### src/tadc_seq_pkg.sv
// Shared types and constants of the touch ADC sample sequencer.
`default_nettype none
package tadc_seq_pkg;

  localparam int unsigned AdcBits = 12;

  // Configuration register indexes
  localparam logic [1:0] RegSamplePeriod = 2'd0;
  localparam logic [1:0] RegRetryLimit   = 2'd1;
  localparam logic [1:0] RegContactWait  = 2'd2;

  localparam logic [7:0] SamplePeriodRst = 8'd2;
  localparam logic [1:0] RetryLimitRst   = 2'd3;
  localparam logic [7:0] ContactWaitRst  = 8'd2;

  // Sequencer phases
  localparam logic [2:0] PhIdle  = 3'd0;
  localparam logic [2:0] PhXWarm = 3'd1;
  localparam logic [2:0] PhXAvg  = 3'd2;
  localparam logic [2:0] PhYWarm = 3'd3;
  localparam logic [2:0] PhYAvg  = 3'd4;
  localparam logic [2:0] PhWait  = 3'd5;

  // Converter command bytes: start bit, channel, mode, powerdown
  localparam logic [7:0] CmdStart = 8'(1 << 7);
  localparam logic [7:0] CmdX     = CmdStart | 8'(5 << 4) | 8'd2;
  localparam logic [7:0] CmdY     = CmdStart | 8'(1 << 4) | 8'd2;
  localparam logic [7:0] CmdOff   = CmdStart | 8'(1 << 2);

  typedef struct packed {
    logic [7:0] sample_period_ticks;
    logic [1:0] retry_limit;
    logic [7:0] contact_wait_ticks;
  } cfg_t;

  typedef struct packed {
    logic               func;
    logic               pen_released;
    logic [AdcBits-1:0] sample;
  } item_t;

  typedef struct packed {
    logic               cmd_valid;
    logic [7:0]         cmd_byte;
    logic               x_valid;
    logic [AdcBits-1:0] x_pos;
    logic               y_valid;
    logic [AdcBits-1:0] y_pos;
    logic               pen_up;
    logic [7:0]         wait_ticks;
    logic               pen_irq_armed;
  } result_t;

endpackage
`default_nettype wire

### src/tadc_seq_cfg.sv
// Configuration registers of the touch ADC sample sequencer.
`default_nettype none
module tadc_seq_cfg (
  input  wire logic               clk_i,
  input  wire logic               rst_ni,
  input  wire logic               cfg_we_i,
  input  wire logic [1:0]         cfg_index_i,
  input  wire logic [7:0]         cfg_wdata_i,
  output tadc_seq_pkg::cfg_t      cfg_o
);
  import tadc_seq_pkg::*;

  cfg_t cfg_q;

  always_ff @(posedge clk_i or negedge rst_ni) begin
    if (!rst_ni) begin
      cfg_q.sample_period_ticks <= SamplePeriodRst;
      cfg_q.retry_limit         <= RetryLimitRst;
      cfg_q.contact_wait_ticks  <= ContactWaitRst;
    end else if (cfg_we_i) begin
      case (cfg_index_i)
        RegSamplePeriod: cfg_q.sample_period_ticks <= cfg_wdata_i;
        RegRetryLimit:   cfg_q.retry_limit         <= cfg_wdata_i[1:0];
        RegContactWait:  cfg_q.contact_wait_ticks  <= cfg_wdata_i;
        default: ;
      endcase
    end
  end

  assign cfg_o = cfg_q;

endmodule
`default_nettype wire

### src/tadc_seq_step.sv
// Sequencer state and the combinational step logic for one wakeup word.
`default_nettype none
module tadc_seq_step (
  input  wire logic                 clk_i,
  input  wire logic                 rst_ni,
  input  wire logic                 fire_i,
  input  wire tadc_seq_pkg::item_t  item_i,
  input  wire tadc_seq_pkg::cfg_t   cfg_i,
  output tadc_seq_pkg::result_t     res_o
);
  import tadc_seq_pkg::*;

  logic [2:0]         phase_q, phase_d;
  logic [1:0]         count_q, count_d;
  logic [1:0]         retries_q, retries_d;
  logic [AdcBits-1:0] avg_q, avg_d;
  logic               touching_q, touching_d;
  logic [7:0]         wait_q, wait_d;

  logic               data;
  logic [1:0]         count_inc;
  logic [1:0]         retry_inc;
  logic [AdcBits:0]   avg_sum;
  logic [AdcBits-1:0] avg_half;
  result_t            res;

  assign data      = !item_i.func;
  assign count_inc = count_q + 2'd1;
  assign retry_inc = retries_q + 2'd1;
  assign avg_sum   = {1'b0, avg_q} + {1'b0, item_i.sample};
  assign avg_half  = avg_sum[AdcBits:1];

  always_comb begin
    phase_d    = phase_q;
    count_d    = count_q;
    retries_d  = retries_q;
    avg_d      = avg_q;
    touching_d = touching_q;
    wait_d     = wait_q;
    res        = '0;

    case (phase_q)
      PhXWarm: begin
        if (data) begin
          avg_d     = item_i.sample;
          count_d   = count_inc;
          retries_d = '0;
          if (count_inc == 2'd3) begin
            phase_d = PhXAvg;
            count_d = '0;
          end
        end else if (item_i.pen_released) begin
          wait_d     = '0;
          phase_d    = PhIdle;
          retries_d  = '0;
          touching_d = 1'b0;
          res.pen_up = 1'b1;
          res.pen_irq_armed = 1'b1;
        end else begin
          retries_d = retry_inc;
        end
        if (phase_d != PhIdle) begin
          res.cmd_valid = 1'b1;
          if (retries_d < cfg_i.retry_limit) begin
            res.cmd_byte = CmdX;
          end else begin
            res.cmd_byte = CmdOff;
            retries_d    = '0;
            wait_d       = '0;
            phase_d      = PhIdle;
          end
        end
      end
      PhXAvg, PhYAvg: begin
        res.cmd_valid = 1'b1;
        if (data) begin
          avg_d   = avg_half;
          count_d = count_inc;
          // Y averaging keeps the retry count on data
          if (phase_q == PhXAvg) retries_d = '0;
          if (count_inc == 2'd3) begin
            count_d = '0;
            if (phase_q == PhXAvg) begin
              res.cmd_byte = CmdY;
              res.x_valid  = 1'b1;
              res.x_pos    = avg_half;
              phase_d      = PhYWarm;
            end else begin
              res.cmd_byte = CmdOff;
              res.y_valid  = 1'b1;
              res.y_pos    = avg_half;
              phase_d      = PhWait;
            end
          end else begin
            res.cmd_byte = (phase_q == PhXAvg) ? CmdX : CmdY;
          end
        end else begin
          retries_d = retry_inc;
          if (retry_inc < cfg_i.retry_limit) begin
            res.cmd_byte = (phase_q == PhXAvg) ? CmdX : CmdY;
          end else begin
            res.cmd_byte = CmdOff;
            retries_d    = '0;
            wait_d       = '0;
            phase_d      = PhIdle;
          end
        end
      end
      PhYWarm: begin
        res.cmd_valid = 1'b1;
        if (data) begin
          avg_d     = item_i.sample;
          count_d   = count_inc;
          retries_d = '0;
          if (count_inc == 2'd3) begin
            phase_d = PhYAvg;
            count_d = '0;
          end
        end else begin
          retries_d = retry_inc;
        end
        if (retries_d < cfg_i.retry_limit) begin
          res.cmd_byte = CmdY;
        end else begin
          res.cmd_byte = CmdOff;
          retries_d    = '0;
          wait_d       = '0;
          phase_d      = PhIdle;
        end
      end
      PhWait: begin
        wait_d  = cfg_i.sample_period_ticks;
        phase_d = PhXWarm;
        count_d = '0;
      end
      default: begin
        // idle and the unused phase codes
        phase_d = PhIdle;
        if (!item_i.pen_released) begin
          touching_d    = 1'b1;
          wait_d        = cfg_i.contact_wait_ticks;
          phase_d       = PhXWarm;
          count_d       = '0;
          retries_d     = '0;
          res.cmd_valid = 1'b1;
          res.cmd_byte  = CmdX;
        end else begin
          if (data) begin
            wait_d    = '0;
            count_d   = '0;
            retries_d = '0;
            res.pen_irq_armed = 1'b1;
          end
          if (touching_q) begin
            touching_d = 1'b0;
            res.pen_up = 1'b1;
          end
        end
      end
    endcase

    res.wait_ticks = wait_d;
  end

  always_ff @(posedge clk_i or negedge rst_ni) begin
    if (!rst_ni) begin
      phase_q    <= PhIdle;
      count_q    <= '0;
      retries_q  <= '0;
      avg_q      <= '0;
      touching_q <= 1'b0;
      wait_q     <= '0;
    end else if (fire_i) begin
      phase_q    <= phase_d;
      count_q    <= count_d;
      retries_q  <= retries_d;
      avg_q      <= avg_d;
      touching_q <= touching_d;
      wait_q     <= wait_d;
    end
  end

  assign res_o = res;

endmodule
`default_nettype wire

### src/touch_adc_sample_sequencer_unit.sv
// Touch ADC sample sequencer: input register, step logic, result register.
//
// One wakeup word goes in per cycle while in_stall_o is low, and one result
// word comes out for each. A word waits in the input register, where the step
// logic works on it against the sequencer state, and leaves through the
// result register, which is loaded when the step logic fires. The
// result register holds a word until it is taken while the next word waits in
// the input register. Configuration writes take effect on the next cycle and
// are meant for times when no word is in flight.
`default_nettype none
module touch_adc_sample_sequencer_unit #(
  parameter int unsigned SAMPLE_BITS = 12
) (
  input  wire logic        clk_i,
  input  wire logic        rst_ni,
  input  wire logic        cfg_we_i,
  input  wire logic [1:0]  cfg_index_i,
  input  wire logic [7:0]  cfg_wdata_i,
  input  wire logic        in_valid_i,
  output      logic        in_stall_o,
  input  wire logic        func_i,
  input  wire logic        pen_released_i,
  input  wire logic [11:0] adc_sample_i,
  output      logic        out_valid_o,
  input  wire logic        out_stall_i,
  output      logic        cmd_valid_o,
  output      logic [7:0]  cmd_byte_o,
  output      logic        x_valid_o,
  output      logic [11:0] x_pos_o,
  output      logic        y_valid_o,
  output      logic [11:0] y_pos_o,
  output      logic        pen_up_o,
  output      logic [7:0]  wait_ticks_o,
  output      logic        pen_irq_armed_o
);
  import tadc_seq_pkg::*;

  localparam logic [AdcBits-1:0] SampleMask = (SAMPLE_BITS >= AdcBits) ?
      {AdcBits{1'b1}} : AdcBits'((1 << SAMPLE_BITS) - 1);

  cfg_t    cfg;
  logic    in_valid_q;
  item_t   in_item_q;
  item_t   step_item;
  logic    out_valid_q;
  result_t out_res_q;
  result_t step_res;
  logic    out_take;
  logic    fire;

  assign out_take   = !out_valid_q || !out_stall_i;
  assign fire       = in_valid_q && out_take;
  assign in_stall_o = in_valid_q && !out_take;

  always_ff @(posedge clk_i or negedge rst_ni) begin
    if (!rst_ni) begin
      in_valid_q <= 1'b0;
    end else if (!in_stall_o) begin
      in_valid_q <= in_valid_i;
    end
  end

  always_ff @(posedge clk_i) begin
    if (in_valid_i && !in_stall_o) begin
      in_item_q.func         <= func_i;
      in_item_q.pen_released <= pen_released_i;
      in_item_q.sample       <= adc_sample_i;
    end
  end

  always_comb begin
    step_item        = in_item_q;
    step_item.sample = in_item_q.sample & SampleMask;
  end

  tadc_seq_cfg u_cfg (
    .clk_i       (clk_i),
    .rst_ni      (rst_ni),
    .cfg_we_i    (cfg_we_i),
    .cfg_index_i (cfg_index_i),
    .cfg_wdata_i (cfg_wdata_i),
    .cfg_o       (cfg)
  );

  tadc_seq_step u_step (
    .clk_i  (clk_i),
    .rst_ni (rst_ni),
    .fire_i (fire),
    .item_i (step_item),
    .cfg_i  (cfg),
    .res_o  (step_res)
  );

  always_ff @(posedge clk_i or negedge rst_ni) begin
    if (!rst_ni) begin
      out_valid_q <= 1'b0;
    end else if (out_take) begin
      out_valid_q <= in_valid_q;
    end
  end

  // hold the result word until it is taken
  always_ff @(posedge clk_i) begin
    if (fire) begin
      out_res_q <= step_res;
    end
  end

  assign out_valid_o     = out_valid_q;
  assign cmd_valid_o     = out_res_q.cmd_valid;
  assign cmd_byte_o      = out_res_q.cmd_byte;
  assign x_valid_o       = out_res_q.x_valid;
  assign x_pos_o         = out_res_q.x_pos;
  assign y_valid_o       = out_res_q.y_valid;
  assign y_pos_o         = out_res_q.y_pos;
  assign pen_up_o        = out_res_q.pen_up;
  assign wait_ticks_o    = out_res_q.wait_ticks;
  assign pen_irq_armed_o = out_res_q.pen_irq_armed;

endmodule
`default_nettype wire
### config.mk
export PLATFORM = sky130hd
export DESIGN_NAME = touch_adc_sample_sequencer_unit
export DESIGN_NICKNAME = d
export VERILOG_FILES = /design/src/tadc_seq_pkg.sv /design/src/tadc_seq_cfg.sv /design/src/tadc_seq_step.sv /design/src/touch_adc_sample_sequencer_unit.sv
export SDC_FILE = /design/constraint.sdc
export NUM_CORES = 1
export LEC_CHECK = 0
export CAP_MARGIN = 20
export CORE_MARGIN = 4
export CORE_UTILIZATION = 55
export CTS_CLUSTER_DIAMETER = 30
export DETAILED_ROUTE_END_ITERATION = 7
export DONT_BUFFER_PORTS = 1
export PLACE_DENSITY = 0.7
export SKIP_LAST_GASP = 1
export SYNTH_ARGS = -nofsm -noshare
export SYNTH_HDL_FRONTEND = slang
export SYNTH_SLANG_ARGS = --single-unit
### constraint.sdc
create_clock -name clk_i -period 5.42 [get_ports clk_i]
set_clock_uncertainty 0.05 [all_clocks]
set_input_delay 1.084 -clock clk_i [delete_from_list [all_inputs] [get_ports clk_i]]
set_output_delay 1.084 -clock clk_i [all_outputs]
set_load 0.02 [all_outputs]
==> metrics.log <==
[metrics] power density cells: 531 nW/um^2
[metrics] cell with the largest stage delay on the worst path: sky130_fd_sc_hd__o21a_1
[metrics] Routed met1 length: 5370 um
[metrics] number of endpoints with negative hold slack in the final report: 0
[metrics] Post-Route Setup TNS: 0 ns
[metrics] Slew Viols, Final: 0
[metrics] actual slew at the worst max-slew pin: 0.963 ns
[metrics] core area: 9370 sq um
[metrics] post-layout min period: 2.77 ns
[metrics] kind of launch point of the worst setup path: flop
[metrics] number of storage elements in the synthesis netlist: 102
[metrics] pin count of the biggest net entering global routing: 49
[metrics] cells along the critical path: xor2_1 -> ha_1 -> a21boi_1 -> o21ai_1 -> a22oi_2 -> o21a_1 -> o21ai_0
[metrics] count of boundary I/O pins: 76
[metrics] fillcell total: 801
[metrics] antenna cells: 0
[metrics] LEAKAGE: 2.12 nW
[metrics] stages on the worst setup path: 7
[metrics] endpoint of the most critical setup path: wait_ticks_o[3]$_DFFE_PP_
[metrics] Top Metal Used: met4
[metrics] number of remaining DRC errors: 0
[metrics] upper clock frequency limit: 361 MHz
[metrics] detailed-router iteration count before antenna repair: 5
[metrics] post-layout net count: 529
[metrics] Max transition margin: 35.8%
[metrics] final critical-path setup slack: 2.65 ns
[metrics] leading register cell type out of synthesis: sky130_fd_sc_hd__edfxtp_1
[metrics] CTS Hold Bufs: 0
[metrics] 1st-iter DRT viols: 325
[metrics] CP Launch Point: u_step.retries_q[0]$_DFFE_PN0P_
[metrics] Synth async-reset ratio: 47.1%
[metrics] average cell area after synthesis: 10.7 sq um
[metrics] Chip Height: 107 um
[metrics] detail-routed via count per cell: 6.29
[metrics] # Post-CTS Setup Buffers: 0
[metrics] worst-case vdd ir drop: 0.244 mV
[metrics] required time of the critical path: 5.44 ns
[metrics] clock tree from TritonCTS: done
[metrics] clk_lat worst skew: 0.37 ns
[metrics] RSZ-0062 raised after global routing: false
[metrics] result of the run: finished, final reports clean
[metrics] maximum net fanout on the critical path: 16
[metrics] number of gates resized after CTS: 0
[metrics] number of buffers inserted during clock tree synthesis: 9
[metrics] post-placement worst setup slack: 2.33 ns
[metrics] Clk pin slew, worst setup/hold paths: 0.10 ns
[metrics] Routed WL: 11500 um
[metrics] horizontal extent of the die: 107 um
[metrics] Final Util: 59.2%
[metrics] depth of the most critical reg-to-reg path: 7
[metrics] routed len/inst: 18.5 um
[metrics] post-route cell area: 5550 sq um
[metrics] area post-placement: 5380 sq um
[metrics] global route overflow: 0
[metrics] Post-synth EDFFs: 54
[metrics] Die Outline Area: 11400 sq um
[metrics] Hold Path Class: in -> async
[metrics] max-capacitance violation count: 0
[metrics] proportion of synthesized chip area in sequential cells: 52.9%
[metrics] number of nets with antenna violations after detailed routing: 0
[metrics] top cell family by delay on the critical path: compound AO/OA/AOI/OAI gates
[metrics] antenna violations before repair: 0
[metrics] global routing usage summed across all routing layers: 20.7%
[metrics] Critical Path AT: 2.80 ns
[metrics] share of final-layout standard cells stronger than drive strength 1: 11.6%
[metrics] Design Power: 0.00295 W
[metrics] synth-to-layout area growth: 3.81%
[metrics] met2 WL: 5080 um
[metrics] total clock sinks: 102
[metrics] total of warnings raised by yosys: 0
[metrics] final clock period utilization by the worst path: 51.1%
[metrics] count of final setup violators: 0
[metrics] count of standard-cell rows: 35
[metrics] FF-to-FF Start: u_step.retries_q[0]$_DFFE_PN0P_
[metrics] RD Place Congestion: 0.907
[metrics] kind of capture point of the worst setup path: flop
[metrics] total met3 wirelength after detailed routing: 873 um
[metrics] r2r endpoint: wait_ticks_o[3]$_DFFE_PP_
[metrics] global-route wire length before repair: 18700 um
[metrics] H-tree lvl count: 3
[metrics] Netlist cell types: 69
[metrics] port bufs: 0
[metrics] Post-Synthesis Cells: 498
[metrics] Seq. cell area: 2830 sq um
[metrics] clk root buf: sky130_fd_sc_hd__clkbuf_8
[metrics] buffer depth of the longest clock path: 2
[metrics] buffers plus inverters on the worst setup path: 0
[metrics] Vias: 3891
[metrics] multi-input gate area in the final layout: 2320 sq um
[metrics] initial cell density of the core: 57.0%
[metrics] number of global-route vias before repair: 3759
[metrics] delay of the slowest cell on the worst path: 0.48 ns
[metrics] Crit Path Category: reg -> reg
[metrics] HPWL reported at the end of detailed placement: 7970 um
[metrics] FF-to-FF setup slack: 2.65 ns
[metrics] cell area after synthesis: 5350 sq um
[sequential cells by signal, summed over array words and instances (netlist names)]
register and count:
u_step.touching_q 1, in_item_q 14, in_valid_q 1, u_step.avg_q 12, y_valid_o 1, out_valid_o 1
u_cfg.cfg_o 18, u_step.wait_q 8, pen_up_o 1, u_step.count_q 2, u_step.phase_q 3, u_step.retries_q 2
x_pos_o 12, y_pos_o 12, pen_irq_armed_o 1, x_valid_o 1, cmd_byte_o 4, wait_ticks_o 8
[metal layers]
| metal | global-route usage, % | vias up |
|---|---|---|
| li1 | - | 1824 |
| met1 | 30.0 | 1902 |
| met2 | 29.7 | 153 |
| met3 | 5.96 | 12 |
| met4 | 7.31 | 0 |
| met5 | 0 | - |
[area by class of cell]
type                            count  share of cell area [%]
Clock inverter                      6                   0.834
Sequential cell                   102                    50.9
Multi-Input combinational cell    355                    41.7
Clock buffer                       10                    2.30
Timing Repair Buffer                2                   0.271
Inverter                           15                    1.01
Tap cell                          129                    2.91
[Yosys cell counts (12+ instances only)]
| master | number | area, sq um |
|---|---|---|
| sky130_fd_sc_hd__edfxtp_1 | 54 | 1620 |
| sky130_fd_sc_hd__nor2_1 | 45 | 169 |
| sky130_fd_sc_hd__dfrtp_1 | 44 | 1100 |
| sky130_fd_sc_hd__nand2_1 | 42 | 158 |
| sky130_fd_sc_hd__o21ai_0 | 30 | 150 |
| sky130_fd_sc_hd__mux2_2 | 20 | 225 |
| sky130_fd_sc_hd__nand3_1 | 18 | 90.1 |
| sky130_fd_sc_hd__a21oi_1 | 17 | 85.1 |
| sky130_fd_sc_hd__ha_1 | 14 | 175 |
| sky130_fd_sc_hd__inv_1 | 14 | 52.6 |
| sky130_fd_sc_hd__a31oi_1 | 12 | 75.1 |
| sky130_fd_sc_hd__buf_2 | 12 | 60.1 |
| sky130_fd_sc_hd__nor3_1 | 12 | 60.1 |
[cells in the final DEF, fill, tap and decap left out, types with 13 or more instances in the layout]
| cell | Yosys | routed |
|---|---|---|
| sky130_fd_sc_hd__a21oi_1 | 17 | 17 |
| sky130_fd_sc_hd__dfrtp_1 | 44 | 44 |
| sky130_fd_sc_hd__edfxtp_1 | 54 | 54 |
| sky130_fd_sc_hd__ha_1 | 14 | 14 |
| sky130_fd_sc_hd__inv_1 | 14 | 13 |
| sky130_fd_sc_hd__mux2_2 | 20 | 20 |
| sky130_fd_sc_hd__nand2_1 | 42 | 42 |
| sky130_fd_sc_hd__nand3_1 | 18 | 18 |
| sky130_fd_sc_hd__nor2_1 | 45 | 45 |
| sky130_fd_sc_hd__o21ai_0 | 30 | 30 |
[kinds of logic (layout without fill, tap and decap cells)]
kind of cell / Yosys count / after routing / synth area share, %
AOI/OAI and AO/OA: 146 / 146 / 19.0
xor gates and xnor gates: 6 / 6 / 0.983
adders and majority gates: 15 / 15 / 3.65
buffers and inverters: 43 / 33 / 3.93
DFF: 102 / 102 / 52.9
muxes: 22 / 22 / 4.59
other: 1 / 3 / 0.0701
and+or+nand+nor: 163 / 163 / 14.8
[where the power goes]
group	switching [W]	internal, W	leakage, nW
registers	0.000217	0.00104	1.09
clock network	0.000264	0.000170	0.0781
logic	0.000772	0.000481	0.948
total	0.00125	0.00169	2.12
[worst min path at each step]
stage                                    startpoint                         endpoint  slack, ns
floorplan                    in_valid_q$_DFFE_PN0N_          out_valid_o$_DFFE_PN0N_       0.41
global placement        u_step.avg_q[2]$_DFFE_PN0P_      u_step.avg_q[2]$_DFFE_PN0P_       0.43
detailed placement  u_step.retries_q[1]$_DFFE_PN0P_  u_step.retries_q[1]$_DFFE_PN0P_       0.44
CTS                                          rst_ni      u_step.avg_q[1]$_DFFE_PN0P_       0.33
global route                                 rst_ni       u_cfg.cfg_o[4]$_DFFE_PN0P_       0.31
finish                                       rst_ni      u_step.avg_q[2]$_DFFE_PN0P_       0.35
[per-stage QoR]
stage / instances / hold WS [ns]
5_1_grt: 619 / 0.315
2_1_floorplan: 500 / 0.407
3_3_place_gp: 603 / 0.430
6_report: 619 / 0.349
4_1_cts: 619 / 0.332
3_5_place_dp: 603 / 0.439
Note: power is estimated with default switching activity, not from simulation.
